$ cat config.mk
export PLATFORM = sky130hd
export DESIGN_NAME = sauc_ctrl
export DESIGN_NICKNAME = d
export VERILOG_FILES = /design/src/hw/rtl/assert_macros.svh /design/src/hw/rtl/sauc_pkg.sv /design/src/hw/rtl/sauc_ctrl.sv
export SDC_FILE = /design/constraint.sdc
export NUM_CORES = 1
export LEC_CHECK = 0
export BUFFER_PORTS_ARGS = -buffer_cell sky130_fd_sc_hd__buf_2
export CAP_MARGIN = 25
export CORE_MARGIN = 1.5
export CORE_UTILIZATION = 47
export CTS_CLUSTER_SIZE = 24
export DETAILED_ROUTE_END_ITERATION = 10
export PLACE_DENSITY = 0.75
export SYNTH_ARGS = -nofsm -noshare
export SYNTH_HDL_FRONTEND = slang
export SYNTH_SLANG_ARGS = --single-unit
$ cat constraint.sdc
create_clock -name clk -period 1.6 [get_ports clk]
set_input_delay 0.24 -clock clk [delete_from_list [all_inputs] [get_ports clk]]
set_output_delay 0.24 -clock clk [all_outputs]
set_load 0.01 [all_outputs]
$ cat src/hw/rtl/assert_macros.svh
// Assertion helpers shared by the RTL.
`ifndef ASSERT_MACROS_SVH
`define ASSERT_MACROS_SVH
`ifndef NO_ASSERTIONS
// same-cycle implication
`define SAUC_ASSERT_IMPL(lbl, clk, rst_n, a, c) \
    lbl: assert property (@(posedge clk) disable iff (!rst_n) (a) |-> (c)) \
        else $error("assertion failed");
// next-cycle implication
`define SAUC_ASSERT_NEXT(lbl, clk, rst_n, a, c) \
    lbl: assert property (@(posedge clk) disable iff (!rst_n) (a) |=> (c)) \
        else $error("assertion failed");
`else
`define SAUC_ASSERT_IMPL(lbl, clk, rst_n, a, c)
`define SAUC_ASSERT_NEXT(lbl, clk, rst_n, a, c)
`endif
`endif

$ cat src/hw/rtl/sauc_pkg.sv
package sauc_pkg;

    localparam int TEXT_MAX   = 4096;
    localparam int ALPHABET   = 26;
    localparam int NODE_CAP   = 2 * TEXT_MAX + 2;
    localparam int NODE_DEPTH = 2 * TEXT_MAX;
    localparam int NODE_W     = $clog2(NODE_DEPTH);
    localparam int TT_DEPTH   = NODE_DEPTH * ALPHABET;
    localparam int TT_AW      = $clog2(TT_DEPTH);
    localparam int SYM_W      = 5;
    localparam int KIND_W     = 2;
    localparam int K_W        = $clog2(ALPHABET);
    localparam int CNT_W      = 24;

    localparam logic [KIND_W-1:0] K_APPEND = 2'd0;
    localparam logic [KIND_W-1:0] K_QUERY  = 2'd1;
    localparam logic [KIND_W-1:0] K_ENDQ   = 2'd2;
    localparam logic [KIND_W-1:0] K_FINISH = 2'd3;

    localparam logic [NODE_W-1:0] ROOT_NODE = NODE_W'(1);

    typedef enum logic [5:0] {
        ST_BOOT, ST_IDLE,
        ST_A0, ST_A1, ST_CLRNP, ST_WRD, ST_WCHK, ST_WLINK, ST_QRD, ST_QCHK,
        ST_CLLNK, ST_CLQ, ST_CLNP, ST_CPRD, ST_CPWR, ST_RRD, ST_RCHK, ST_RLINK,
        ST_MRD, ST_MCHK, ST_MLINK, ST_MBEST,
        ST_FSTART, ST_F1RD, ST_F1CHK, ST_F2RD, ST_F2CHK, ST_FNEXT,
        ST_GRD, ST_GMID, ST_GCHK, ST_CLRROOT, ST_EMIT
    } state_t;

    typedef enum logic [4:0] {
        OP_IDLE,
        OP_A0, OP_A1, OP_CLRNP, OP_WRD, OP_WCHK, OP_WLINK, OP_QRD, OP_QCHK,
        OP_CLLNK, OP_CLQ, OP_CLNP, OP_CPRD, OP_CPWR, OP_RRD, OP_RCHK, OP_RLINK,
        OP_MRD, OP_MCHK, OP_MLINK, OP_MBEST,
        OP_FSTART, OP_F1RD, OP_F1CHK, OP_F2RD, OP_F2CHK, OP_FNEXT,
        OP_GRD, OP_GMID, OP_GCHK, OP_CLRROOT, OP_EMIT
    } op_t;

    typedef enum logic [2:0] {
        CLS_NONE, CLS_APPEND, CLS_MATCH, CLS_ENDQ, CLS_FINISH
    } cls_t;

    typedef struct packed {
        op_t  op;
        logic take;
    } cmd_t;

    typedef struct packed {
        cls_t cls;
        logic drop;
        logic tt_zero;
        logic link_zero;
        logic len_match;
        logic redirect;
        logic k_last;
        logic best_zero;
        logic best_full;
        logic j_zero;
        logic i_two;
        logic i_end;
        logic few_nodes;
        logic out_busy;
    } status_t;

    function automatic logic [TT_AW-1:0] tt_addr(input logic [NODE_W-1:0] node,
                                                 input logic [SYM_W-1:0] sym);
        tt_addr = TT_AW'(node) * TT_AW'(ALPHABET) + TT_AW'(sym);
    endfunction

endpackage

$ cat src/hw/rtl/sauc_ctrl.sv
module sauc_ctrl (
    input  logic              clk,
    input  logic              rst_n,
    input  logic              in_valid,
    output logic              in_ready,
    input  sauc_pkg::status_t st,
    output sauc_pkg::cmd_t    cmd
);

    sauc_pkg::state_t state_reg, state_next;

    always_ff @(posedge clk or negedge rst_n)
    begin
        if (!rst_n)
        begin
            state_reg <= sauc_pkg::ST_BOOT;
        end
        else
        begin
            state_reg <= state_next;
        end
    end

    always_comb
    begin
        state_next = state_reg;
        case (state_reg)
            sauc_pkg::ST_BOOT:    if (st.k_last) state_next = sauc_pkg::ST_IDLE;
            sauc_pkg::ST_IDLE:
            begin
                if (in_valid)
                begin
                    case (st.cls)
                        sauc_pkg::CLS_APPEND: state_next = sauc_pkg::ST_A0;
                        sauc_pkg::CLS_MATCH:  state_next = sauc_pkg::ST_MRD;
                        sauc_pkg::CLS_FINISH: state_next = sauc_pkg::ST_FSTART;
                        default:              state_next = sauc_pkg::ST_IDLE;
                    endcase
                end
            end
            sauc_pkg::ST_A0:      state_next = sauc_pkg::ST_A1;
            sauc_pkg::ST_A1:
                state_next = st.drop ? sauc_pkg::ST_IDLE : sauc_pkg::ST_CLRNP;
            sauc_pkg::ST_CLRNP:   if (st.k_last) state_next = sauc_pkg::ST_WRD;
            sauc_pkg::ST_WRD:     state_next = sauc_pkg::ST_WCHK;
            sauc_pkg::ST_WCHK:
                state_next = st.tt_zero ? sauc_pkg::ST_WLINK : sauc_pkg::ST_QRD;
            sauc_pkg::ST_WLINK:
                state_next = st.link_zero ? sauc_pkg::ST_IDLE : sauc_pkg::ST_WRD;
            sauc_pkg::ST_QRD:     state_next = sauc_pkg::ST_QCHK;
            sauc_pkg::ST_QCHK:
                state_next = st.len_match ? sauc_pkg::ST_IDLE : sauc_pkg::ST_CLLNK;
            sauc_pkg::ST_CLLNK:   state_next = sauc_pkg::ST_CLQ;
            sauc_pkg::ST_CLQ:     state_next = sauc_pkg::ST_CLNP;
            sauc_pkg::ST_CLNP:    state_next = sauc_pkg::ST_CPRD;
            sauc_pkg::ST_CPRD:    state_next = sauc_pkg::ST_CPWR;
            sauc_pkg::ST_CPWR:
                state_next = st.k_last ? sauc_pkg::ST_RRD : sauc_pkg::ST_CPRD;
            sauc_pkg::ST_RRD:     state_next = sauc_pkg::ST_RCHK;
            sauc_pkg::ST_RCHK:
                state_next = st.redirect ? sauc_pkg::ST_RLINK : sauc_pkg::ST_IDLE;
            sauc_pkg::ST_RLINK:
                state_next = st.link_zero ? sauc_pkg::ST_IDLE : sauc_pkg::ST_RRD;
            sauc_pkg::ST_MRD:     state_next = sauc_pkg::ST_MCHK;
            sauc_pkg::ST_MCHK:
                state_next = st.tt_zero ? sauc_pkg::ST_MLINK : sauc_pkg::ST_MBEST;
            sauc_pkg::ST_MLINK:
                state_next = st.link_zero ? sauc_pkg::ST_IDLE : sauc_pkg::ST_MRD;
            sauc_pkg::ST_MBEST:   state_next = sauc_pkg::ST_IDLE;
            sauc_pkg::ST_FSTART:
                state_next = st.few_nodes ? sauc_pkg::ST_CLRROOT : sauc_pkg::ST_F1RD;
            sauc_pkg::ST_F1RD:    state_next = sauc_pkg::ST_F1CHK;
            sauc_pkg::ST_F1CHK:
                state_next = st.best_zero ? sauc_pkg::ST_FNEXT : sauc_pkg::ST_F2RD;
            sauc_pkg::ST_F2RD:
                state_next = st.j_zero ? sauc_pkg::ST_FNEXT : sauc_pkg::ST_F2CHK;
            sauc_pkg::ST_F2CHK:
                state_next = st.best_full ? sauc_pkg::ST_FNEXT : sauc_pkg::ST_F2RD;
            sauc_pkg::ST_FNEXT:
                state_next = st.i_two ? sauc_pkg::ST_GRD : sauc_pkg::ST_F1RD;
            sauc_pkg::ST_GRD:     state_next = sauc_pkg::ST_GMID;
            sauc_pkg::ST_GMID:    state_next = sauc_pkg::ST_GCHK;
            sauc_pkg::ST_GCHK:
                state_next = st.i_end ? sauc_pkg::ST_CLRROOT : sauc_pkg::ST_GRD;
            sauc_pkg::ST_CLRROOT: if (st.k_last) state_next = sauc_pkg::ST_EMIT;
            sauc_pkg::ST_EMIT:    if (!st.out_busy) state_next = sauc_pkg::ST_IDLE;
            default:              state_next = sauc_pkg::ST_BOOT;
        endcase
    end

    always_comb
    begin
        in_ready = 1'b0;
        cmd.take = 1'b0;
        cmd.op   = sauc_pkg::OP_IDLE;
        case (state_reg)
            sauc_pkg::ST_BOOT:    cmd.op = sauc_pkg::OP_CLRROOT;
            sauc_pkg::ST_IDLE:
            begin
                in_ready = 1'b1;
                cmd.take = in_valid;
                cmd.op   = sauc_pkg::OP_IDLE;
            end
            sauc_pkg::ST_A0:      cmd.op = sauc_pkg::OP_A0;
            sauc_pkg::ST_A1:      cmd.op = sauc_pkg::OP_A1;
            sauc_pkg::ST_CLRNP:   cmd.op = sauc_pkg::OP_CLRNP;
            sauc_pkg::ST_WRD:     cmd.op = sauc_pkg::OP_WRD;
            sauc_pkg::ST_WCHK:    cmd.op = sauc_pkg::OP_WCHK;
            sauc_pkg::ST_WLINK:   cmd.op = sauc_pkg::OP_WLINK;
            sauc_pkg::ST_QRD:     cmd.op = sauc_pkg::OP_QRD;
            sauc_pkg::ST_QCHK:    cmd.op = sauc_pkg::OP_QCHK;
            sauc_pkg::ST_CLLNK:   cmd.op = sauc_pkg::OP_CLLNK;
            sauc_pkg::ST_CLQ:     cmd.op = sauc_pkg::OP_CLQ;
            sauc_pkg::ST_CLNP:    cmd.op = sauc_pkg::OP_CLNP;
            sauc_pkg::ST_CPRD:    cmd.op = sauc_pkg::OP_CPRD;
            sauc_pkg::ST_CPWR:    cmd.op = sauc_pkg::OP_CPWR;
            sauc_pkg::ST_RRD:     cmd.op = sauc_pkg::OP_RRD;
            sauc_pkg::ST_RCHK:    cmd.op = sauc_pkg::OP_RCHK;
            sauc_pkg::ST_RLINK:   cmd.op = sauc_pkg::OP_RLINK;
            sauc_pkg::ST_MRD:     cmd.op = sauc_pkg::OP_MRD;
            sauc_pkg::ST_MCHK:    cmd.op = sauc_pkg::OP_MCHK;
            sauc_pkg::ST_MLINK:   cmd.op = sauc_pkg::OP_MLINK;
            sauc_pkg::ST_MBEST:   cmd.op = sauc_pkg::OP_MBEST;
            sauc_pkg::ST_FSTART:  cmd.op = sauc_pkg::OP_FSTART;
            sauc_pkg::ST_F1RD:    cmd.op = sauc_pkg::OP_F1RD;
            sauc_pkg::ST_F1CHK:   cmd.op = sauc_pkg::OP_F1CHK;
            sauc_pkg::ST_F2RD:    cmd.op = sauc_pkg::OP_F2RD;
            sauc_pkg::ST_F2CHK:   cmd.op = sauc_pkg::OP_F2CHK;
            sauc_pkg::ST_FNEXT:   cmd.op = sauc_pkg::OP_FNEXT;
            sauc_pkg::ST_GRD:     cmd.op = sauc_pkg::OP_GRD;
            sauc_pkg::ST_GMID:    cmd.op = sauc_pkg::OP_GMID;
            sauc_pkg::ST_GCHK:    cmd.op = sauc_pkg::OP_GCHK;
            sauc_pkg::ST_CLRROOT: cmd.op = sauc_pkg::OP_CLRROOT;
            sauc_pkg::ST_EMIT:    cmd.op = sauc_pkg::OP_EMIT;
            default:              cmd.op = sauc_pkg::OP_IDLE;
        endcase
    end

endmodule

==> reports/summary.txt, run 1 <==
Num rows = 16
Worst EP required = 1760 ps
Chip Width = 49.1 um
Post-DP HPWL = 2840 um
Worst Path Max Fanout = 2
CTS root buf = clkbuf_4
Detailed Route Iter0 Violations = 87
Syn_area_per_cell = 7.29 um2
Fin nets = 221
Top Ports = 26
Post-synth top area share = 0.150
Synthesized flop and latch total = 6
Via Count = 1540
Buffers on Ports = 25
Failing checks = negative setup slack
Max FFs per register = 6
Share of layout cells above drive strength 1 = 0.540
Cell count after placement = 215
Fin Clk Skew = 5.45 ps
Drt drc = 0
Largest net degree at the start of global routing = 14
Worst r2r src = state_reg[3]
WL/cell = 20.1 um
RSZ-0062 raised after global routing = true
Outcome = complete, but fails checks
Antenna violations before repair = 0
Worst-path clk slew = 60 ps
# setup viols final = 12
Clock Latency Late Sink = 250 ps
PD cells = 2150 nW/um2
Synth Warn # = 0
Post-route antenna net violation count = 0
CTS tree = built
Vias in the first global route = 1371
Area post-placement = 1370 um2
Max-slew violations = 0
Relative slew margins = 0.723
Crit end category = register
Htree depth = 1
Capture point of the worst reg-to-reg path = state_reg[1]
Via density = 6.78
Leakage Power = 0.713 nW
Syn Nets = 156
Synth area leaders = dfrtp_1 15%, o21ai_0 7.0%, nor2_1 4.9%
Final instance area = 1600 um2
Global-route wire length before repair = 6550 um
Post-synthesis sequential area ratio = 0.150
Final worst slack = -240 ps
Non-filler instance count after layout = 227
Synth area leader = dfrtp_1
Initial cell density of the core = 0.504
DRT Pass-1 Iters = 6
Final hold vios = 0
TNS Setup = -1830 ps
Total CTS buffers = 3
WS Path Type = register to register
R2r setup slk = -240 ps
Grt ovf = 0
Syn Std Cell Area = 998 um2
Post-synth EDFFs = 0
Clock Tree Buf Depth = 2
Synth top cells by count = 14 x o21ai_0, 13 x nor2_1, 11 x nand2_1
Die Height = 49.1 um
Antenna cells = 0
Post-synth ARST share = 1.00
Fin crit share = 1.15
Mapped Cells = 137
Max-cap violations = 0
Area Growth Syn to Fin = 59.9%
Fin crit period = 1840 ps
RePlAce Congestion = 1.09
Gr usage total = 0.353
Reg2reg path depth = 6
Die area = 2410 um2
F_max = 0.543 GHz
Clock Sinks = 6
Crit path DAT = 2000 ps
Startpoint types = register
Top-count cell post-synth = o21ai_0
VDD IR-drop max = 1.49 mV
Core Region = 1980 um2
Slew @ Worst Pin = 411 ps
Synth cell types = 53
Ys flop type = dfrtp_1
Final Routed Wirelength = 4570 um
Hold WC Path Type = input pin to asynchronous set/reset pin
-- worst max path at each step --
stage	start	end	slack [ps]	cells after the start
after CTS	state_reg[3]	state_reg[1]	-190	6
after detailed placement	state_reg[1]	state_reg[1]	-140	6
after global placement	state_reg[4]	state_reg[1]	-80	5
after floorplan	state_reg[4]	state_reg[1]	10	6
final	state_reg[3]	state_reg[1]	-240	6
after global routing	state_reg[3]	state_reg[2]	-300	7
-- cells by family (layout without fill, tap and decap cells) --
| family | count (synthesis) | count (layout) | synth area share |
|---|---|---|---|
| simple gates | 56 | 56 | 0.315 |
| buf+inv | 19 | 82 | 0.103 |
| xor+xnor | 3 | 3 | 0.0263 |
| compound gates | 53 | 53 | 0.406 |
| flops | 6 | 6 | 0.150 |
-- report_power, final --
part           switching (mW)  total, mW  internal, mW
sequential              0.147      0.380         0.233
combinational            1.53       2.89          1.36
clock                  0.0688      0.155        0.0859
total                    1.75       3.43          1.68
-- placed cells by master, fill, tap and decap left out, types with 2 or more instances in the layout --
cell type / count
a21oi_2: 2
o21ai_1: 5
clkbuf_4: 3
a2111oi_2: 2
and2_1: 2
a22oi_1: 2
nor2b_1: 2
nand3_1: 4
nand2_1: 9
inv_2: 2
o21ai_0: 8
nand4_1: 2
o22ai_1: 2
a21oi_1: 5
dfrtp_2: 5
o31ai_1: 2
a211oi_1: 2
xor2_1: 2
o211ai_1: 2
buf_6: 3
buf_4: 41
buf_2: 26
inv_1: 4
nor3_4: 2
nand2b_1: 5
nor3b_1: 3
nor2_1: 12
-- repair_timing --
| action | in CTS | in global routing |
|---|---|---|
| endpoints found under the hold margin | 6 | 0 |
| buffers inserted | 5 | 3 |
| gates resized for setup | 25 | 14 |
| endpoints found under the setup margin | 12 | 13 |
| pin swaps | 8 | 8 |
| hold buffers | 1 | 0 |
-- final cells by class --
type / instances / area [um2]
Clock buffer: 3 / 22.5
Fill cell: 123 / 385
Inverter: 7 / 26.3
Sequential cell: 6 / 156
Multi-Input combinational cell: 112 / 856
Tap cell: 27 / 33.8
Timing Repair Buffer: 72 / 502
-- critical path, stage by stage, from the launching register on --
cell and delay, ps:
dfrtp_1 410, buf_4 150, or4b_4 490, nor3_4 220
a31o_2 180, a2111oi_2 80, a221oi_2 210
-- per-stage QoR --
step	total power, mW	util	hold slack [ps]	setup slack (ps)
final	3.43	0.806	361	-240
after global routing	3.61	0.806	366	-301
after CTS	3.01	0.765	338	-188
after detailed placement	2.60	0.689	70.6	-141
after global placement	2.54	0.689	63.2	-76.4
after floorplan	1.68	-	-55.6	14.7
-- routing by layer --
layer | vias to the layer above | wire, um | GRT usage
li1 | 651 | - | -
met1 | 684 | 1600 | 0.445
met2 | 154 | 2090 | 0.606
met3 | 51 | 484 | 0.0644
met4 | 0 | 391 | 0.105
met5 | - | 0 | 0
No activity file was read; power rests on OpenSTA's default activity.
==> inputs of run 2 (changes only) <==
--- a/config.mk
+++ b/config.mk
@@ -5,13 +5,15 @@
 export SDC_FILE = /design/constraint.sdc
 export NUM_CORES = 1
 export LEC_CHECK = 0
+export ABC_AREA = 1
+export ABC_CLOCK_PERIOD_IN_PS = 1600
 export BUFFER_PORTS_ARGS = -buffer_cell sky130_fd_sc_hd__buf_2
 export CAP_MARGIN = 25
 export CORE_MARGIN = 1.5
-export CORE_UTILIZATION = 47
+export CORE_UTILIZATION = 49
 export CTS_CLUSTER_SIZE = 24
 export DETAILED_ROUTE_END_ITERATION = 10
-export PLACE_DENSITY = 0.75
+export PLACE_DENSITY = 0.76
 export SYNTH_ARGS = -nofsm -noshare
 export SYNTH_HDL_FRONTEND = slang
 export SYNTH_SLANG_ARGS = --single-unit
==> run 2 against run 1 <==
  * The flow now stops in global routing (5_1_grt)
  * Synthesized area up 15%
  * Synthesized cell count is 69% higher
==> reports/summary.txt, run 2 <==
Outcome = did not finish
Failed at = global routing (5_1_grt)
Error = [ERROR DPL-0038] Utilization greater than 100%, impossible to legalize
Num rows = 17 (+1)
Synth Warn # = 0 (unchanged)
Top-count cell post-synth = nand2_1
Synth cell types = 23 (-57%)
Syn Nets = 251 (+61%)
Chip Width = 51.5 um (+4.9%)
Worst-path end type = top-level output
Clock Sinks = 6 (unchanged)
Clock Tree Buf Depth = 2 (unchanged)
Post-synth top area share = 0.244 (+0.0939)
CTS root buf = clkbuf_4
Ys flop type = dfrtp_1
Die Height = 51.5 um (+4.9%)
Post-synthesis sequential area ratio = 0.130 (-0.0201)
Post-GRT worst EP = cmd[4]
RePlAce Congestion = 1.14 (+4.5%)
Synthesized flop and latch total = 6 (unchanged)
Post-synth EDFFs = 0 (unchanged)
Post-DP HPWL = 3980 um (+40%)
Total CTS buffers = 3 (unchanged)
Cell count after placement = 334 (+55%)
Syn_area_per_cell = 4.97 um2 (-32%)
Synth area leader = nand2_1
Htree depth = 1 (unchanged)
Top Ports = 26 (unchanged)
Synth top cells by count = 75 x nand2_1, 40 x nor2_1, 36 x nand3_1
Buffers on Ports = 25 (unchanged)
Synth area leaders = nand2_1 24%, nand3_1 16%, dfrtp_1 13%
Post-synth ARST share = 1.00 (unchanged)
Largest net degree at the start of global routing = 16
Mapped Cells = 232 (+69%)
Syn Std Cell Area = 1150 um2 (+15%)
Initial cell density of the core = 0.521 (+0.0171)
## run 2: kinds of logic after synthesis
group           count (synthesis)  share of synthesized area
simple gates                  179                      0.689
buf+inv                        34                      0.115
flops                           6                      0.130
compound gates                 13                     0.0651
## run 2: through the flow
stage	worst slack, ps	instance area (um2)	hold slack (ps)
2_1_floorplan	8.59	1150	-55.6
3_3_place_gp	-128	1700	61.5
3_5_place_dp	-189	1700	66.0
4_1_cts	-315	2010	336
## run 2: what timing repair did
action | CTS
gates cloned | 1
endpoints found under the hold margin | 6
endpoints found under the setup margin | 13
hold buffers | 1
resized for setup | 58
pin swaps | 9
setup buffers | 13
==> inputs of run 3 (changes only) <==
--- a/config.mk
+++ b/config.mk
@@ -6,14 +6,13 @@
 export NUM_CORES = 1
 export LEC_CHECK = 0
 export ABC_AREA = 1
-export ABC_CLOCK_PERIOD_IN_PS = 1600
+export ABC_CLOCK_PERIOD_IN_PS = 2100
 export BUFFER_PORTS_ARGS = -buffer_cell sky130_fd_sc_hd__buf_2
 export CAP_MARGIN = 25
-export CORE_MARGIN = 1.5
-export CORE_UTILIZATION = 49
-export CTS_CLUSTER_SIZE = 24
+export CORE_AREA = 2 2 63 65
 export DETAILED_ROUTE_END_ITERATION = 10
-export PLACE_DENSITY = 0.76
+export DIE_AREA = 0 0 65 67
+export PLACE_DENSITY_LB_ADDON = 0.15
 export SYNTH_ARGS = -nofsm -noshare
 export SYNTH_HDL_FRONTEND = slang
 export SYNTH_SLANG_ARGS = --single-unit
==> constraint.sdc (replaced) <==
create_clock -name clk -period 2.1 [get_ports clk]
set_input_delay 0.315 -clock clk [delete_from_list [all_inputs] [get_ports clk]]
set_output_delay 0.315 -clock clk [all_outputs]
set_load 0.01 [all_outputs]
==> run 3 against run 2 <==
  * The run now ends clean
  * Synthesized cell count stayed put
  * Synthesized area stayed put
==> reports/summary.txt, run 3 <==
Clock Sinks = 6 (unchanged)
Core Region = 3610 um2
Via density = 5.37
Slew @ Worst Pin = 309 ps
Chip Width = 65 um (+26%)
Fin crit share = 0.955
Buffers on Ports = 25 (unchanged)
Worst r2r src = state_reg[2]
Mapped Cells = 232 (unchanged)
Final Routed Wirelength = 4530 um
Synthesized flop and latch total = 6 (unchanged)
Clock Latency Late Sink = 220 ps
TNS Setup = 0 ps
Hold Path Cell Cnt = 3
Final core utilization = 0.433
Synth top cells by count = 75 x nand2_1, 40 x nor2_1, 36 x nand3_1
Synth area leaders = nand2_1 24%, nand3_1 16%, dfrtp_1 13%
Post-synth EDFFs = 0 (unchanged)
Top-count cell post-synth = nand2_1
CTS tree = built
PD cells = 1120 nW/um2
Crit path DAT = 1690 ps
Max-cap violations = 0
Reg2reg path depth = 10
Cell count after placement = 311 (-6.9%)
Largest net degree at the start of global routing = 21
Max-slew violations = 0
Non-filler instance count after layout = 319
Initial cell density of the core = 0.320 (-0.201)
Worst Path Max Fanout = 10
Synth area leader = nand2_1
Worst Setup SP = state_reg[4]
Grt ovf = 0
Drt drc = 0
Top Ports = 26 (unchanged)
Final worst slack = 93.9 ps
Post-route antenna net violation count = 0
Synth Warn # = 0 (unchanged)
Fin nets = 292
Filler cell count = 416
Total CTS buffers = 3 (unchanged)
Share of layout cells above drive strength 1 = 0.273
Leakage Power = 0.998 nW
Htree depth = 1 (unchanged)
Area Growth Syn to Fin = 35.4%
Post-DP HPWL = 3570 um (-10%)
Register area = 155 um2
Relative slew margins = 0.793
Gr usage total = 0.213
Detailed Route Iter0 Violations = 124
Hold path start = st[0]
Worst EP required = 1780 ps
CTS root buf = clkbuf_8
Commonest cells after routing, fill and taps aside = 73 x nand2_1, 34 x nand3_1, 34 x nor2_1
Outcome = finished, final reports clean
Syn Nets = 251 (unchanged)
Clock Tree Buf Depth = 2 (unchanged)
Pre-CTS setup slack = 194 ps (+384 ps)
Global-route wire length before repair = 7120 um
Antenna cells = 0
Fin Clk Skew = 1.57 ps
Post-synthesis sequential area ratio = 0.130 (unchanged)
RSZ-0062 raised after global routing = true
Final hold vios = 0
Syn_area_per_cell = 4.97 um2 (unchanged)
Syn Std Cell Area = 1150 um2 (unchanged)
VDD IR-drop max = 0.560 mV
Antenna violations before repair = 0
Vias in the first global route = 1521
Area of the multi-input gates = 950 um2
Synth cell types = 23 (unchanged)
Post-synth ARST share = 1.00 (unchanged)
DRT Pass-1 Iters = 5
Startpoint types = register
Crit end category = output port
F_max = 0.498 GHz
Worst-path clk slew = 30 ps
Post-synth top area share = 0.244 (unchanged)
Max FFs per register = 6
Num rows = 22 (+5)
WL/cell = 14.2 um
Ys flop type = dfrtp_1
RePlAce Congestion = 0.943 (-17%)
Fin crit period = 2010 ps
Die area = 4360 um2
# setup viols final = 0
Commonest non-fill, non-tap cell in the layout = nand2_1
Die Height = 67 um (+30%)
Hold WC Path Type = input pin to register
WS Path Type = register to output port
Via Count = 1714
run 3: report_power, final:
| part | switching (mW) | internal (mW) | total [mW] | leakage, nW |
|---|---|---|---|---|
| logic | 0.860 | 0.493 | 1.35 | 0.902 |
| registers | 0.0733 | 0.159 | 0.232 | 0.0738 |
| clock network | 0.0466 | 0.123 | 0.169 | 0.0216 |
run 3: worst max-delay path: stages, from the launching register on:
cell	delay, ps
dfrtp_1	410
inv_2	80
nor2_4	140
buf_2	260
nand3_1	160
and3_1	220
nand4_1	90
buf_2	130
run 3: cell type report:
cell class / count / share of cell area
multi-input cells: 192 / 0.609
repair buffers: 40 / 0.155
flip-flops and latches: 6 / 0.0994
inverters: 30 / 0.0722
well taps: 48 / 0.0385
clock buffers: 3 / 0.0265
run 3: timing repair:
action | 4_1_cts | 5_1_grt
cloned | 0 | 1
hold buffers | 1 | 0
pin swaps | 0 | 4
setup buffers | 0 | 3
hold endpoints to repair | 6 | 0
endpoints found under the setup margin | 3 | 5
gates resized for setup | 1 | 27
run 3: metal layers:
layer / track usage / vias up / share of wire
met3: 0.0338 / 12 / 0.091
met1: 0.274 / 770 / 0.42
met4: 0.0771 / 0 / 0.034
met2: 0.358 / 105 / 0.45
li1: - / 827 / -
met5: 0 / - / 0
run 3: worst paths after layout:
kind                                end  slack, ps
setup reg to reg           state_reg[0]        390
hold / removal             state_reg[5]        360
min in group asynchronous  state_reg[3]        450
max in group asynchronous  state_reg[5]       1500
setup / recovery                 cmd[5]         90
hold reg to reg            state_reg[2]        600
run 3: per-stage QoR:
| stage | hold slack (ps) | instance area [um2] | total power [mW] |
|---|---|---|---|
| 6_report | 364 | 1560 | 1.75 |
| 5_1_grt | 379 | 1560 | 1.93 |
| 4_1_cts | 363 | 1450 | 1.58 |
| 3_5_place_dp | 142 | 1390 | 1.39 |
| 3_3_place_gp | 141 | 1390 | 1.43 |
| 2_1_floorplan | 19.4 | 1150 | 0.992 |
run 3: logic make-up (layout without fill, tap and decap cells):
group	Yosys count	count (layout)	synth area share
buffers and inverters	34	73	0.115
flip-flops	6	6	0.130
AO/OA/AOI/OAI	13	13	0.0651
AND/OR/NAND/NOR	179	179	0.689
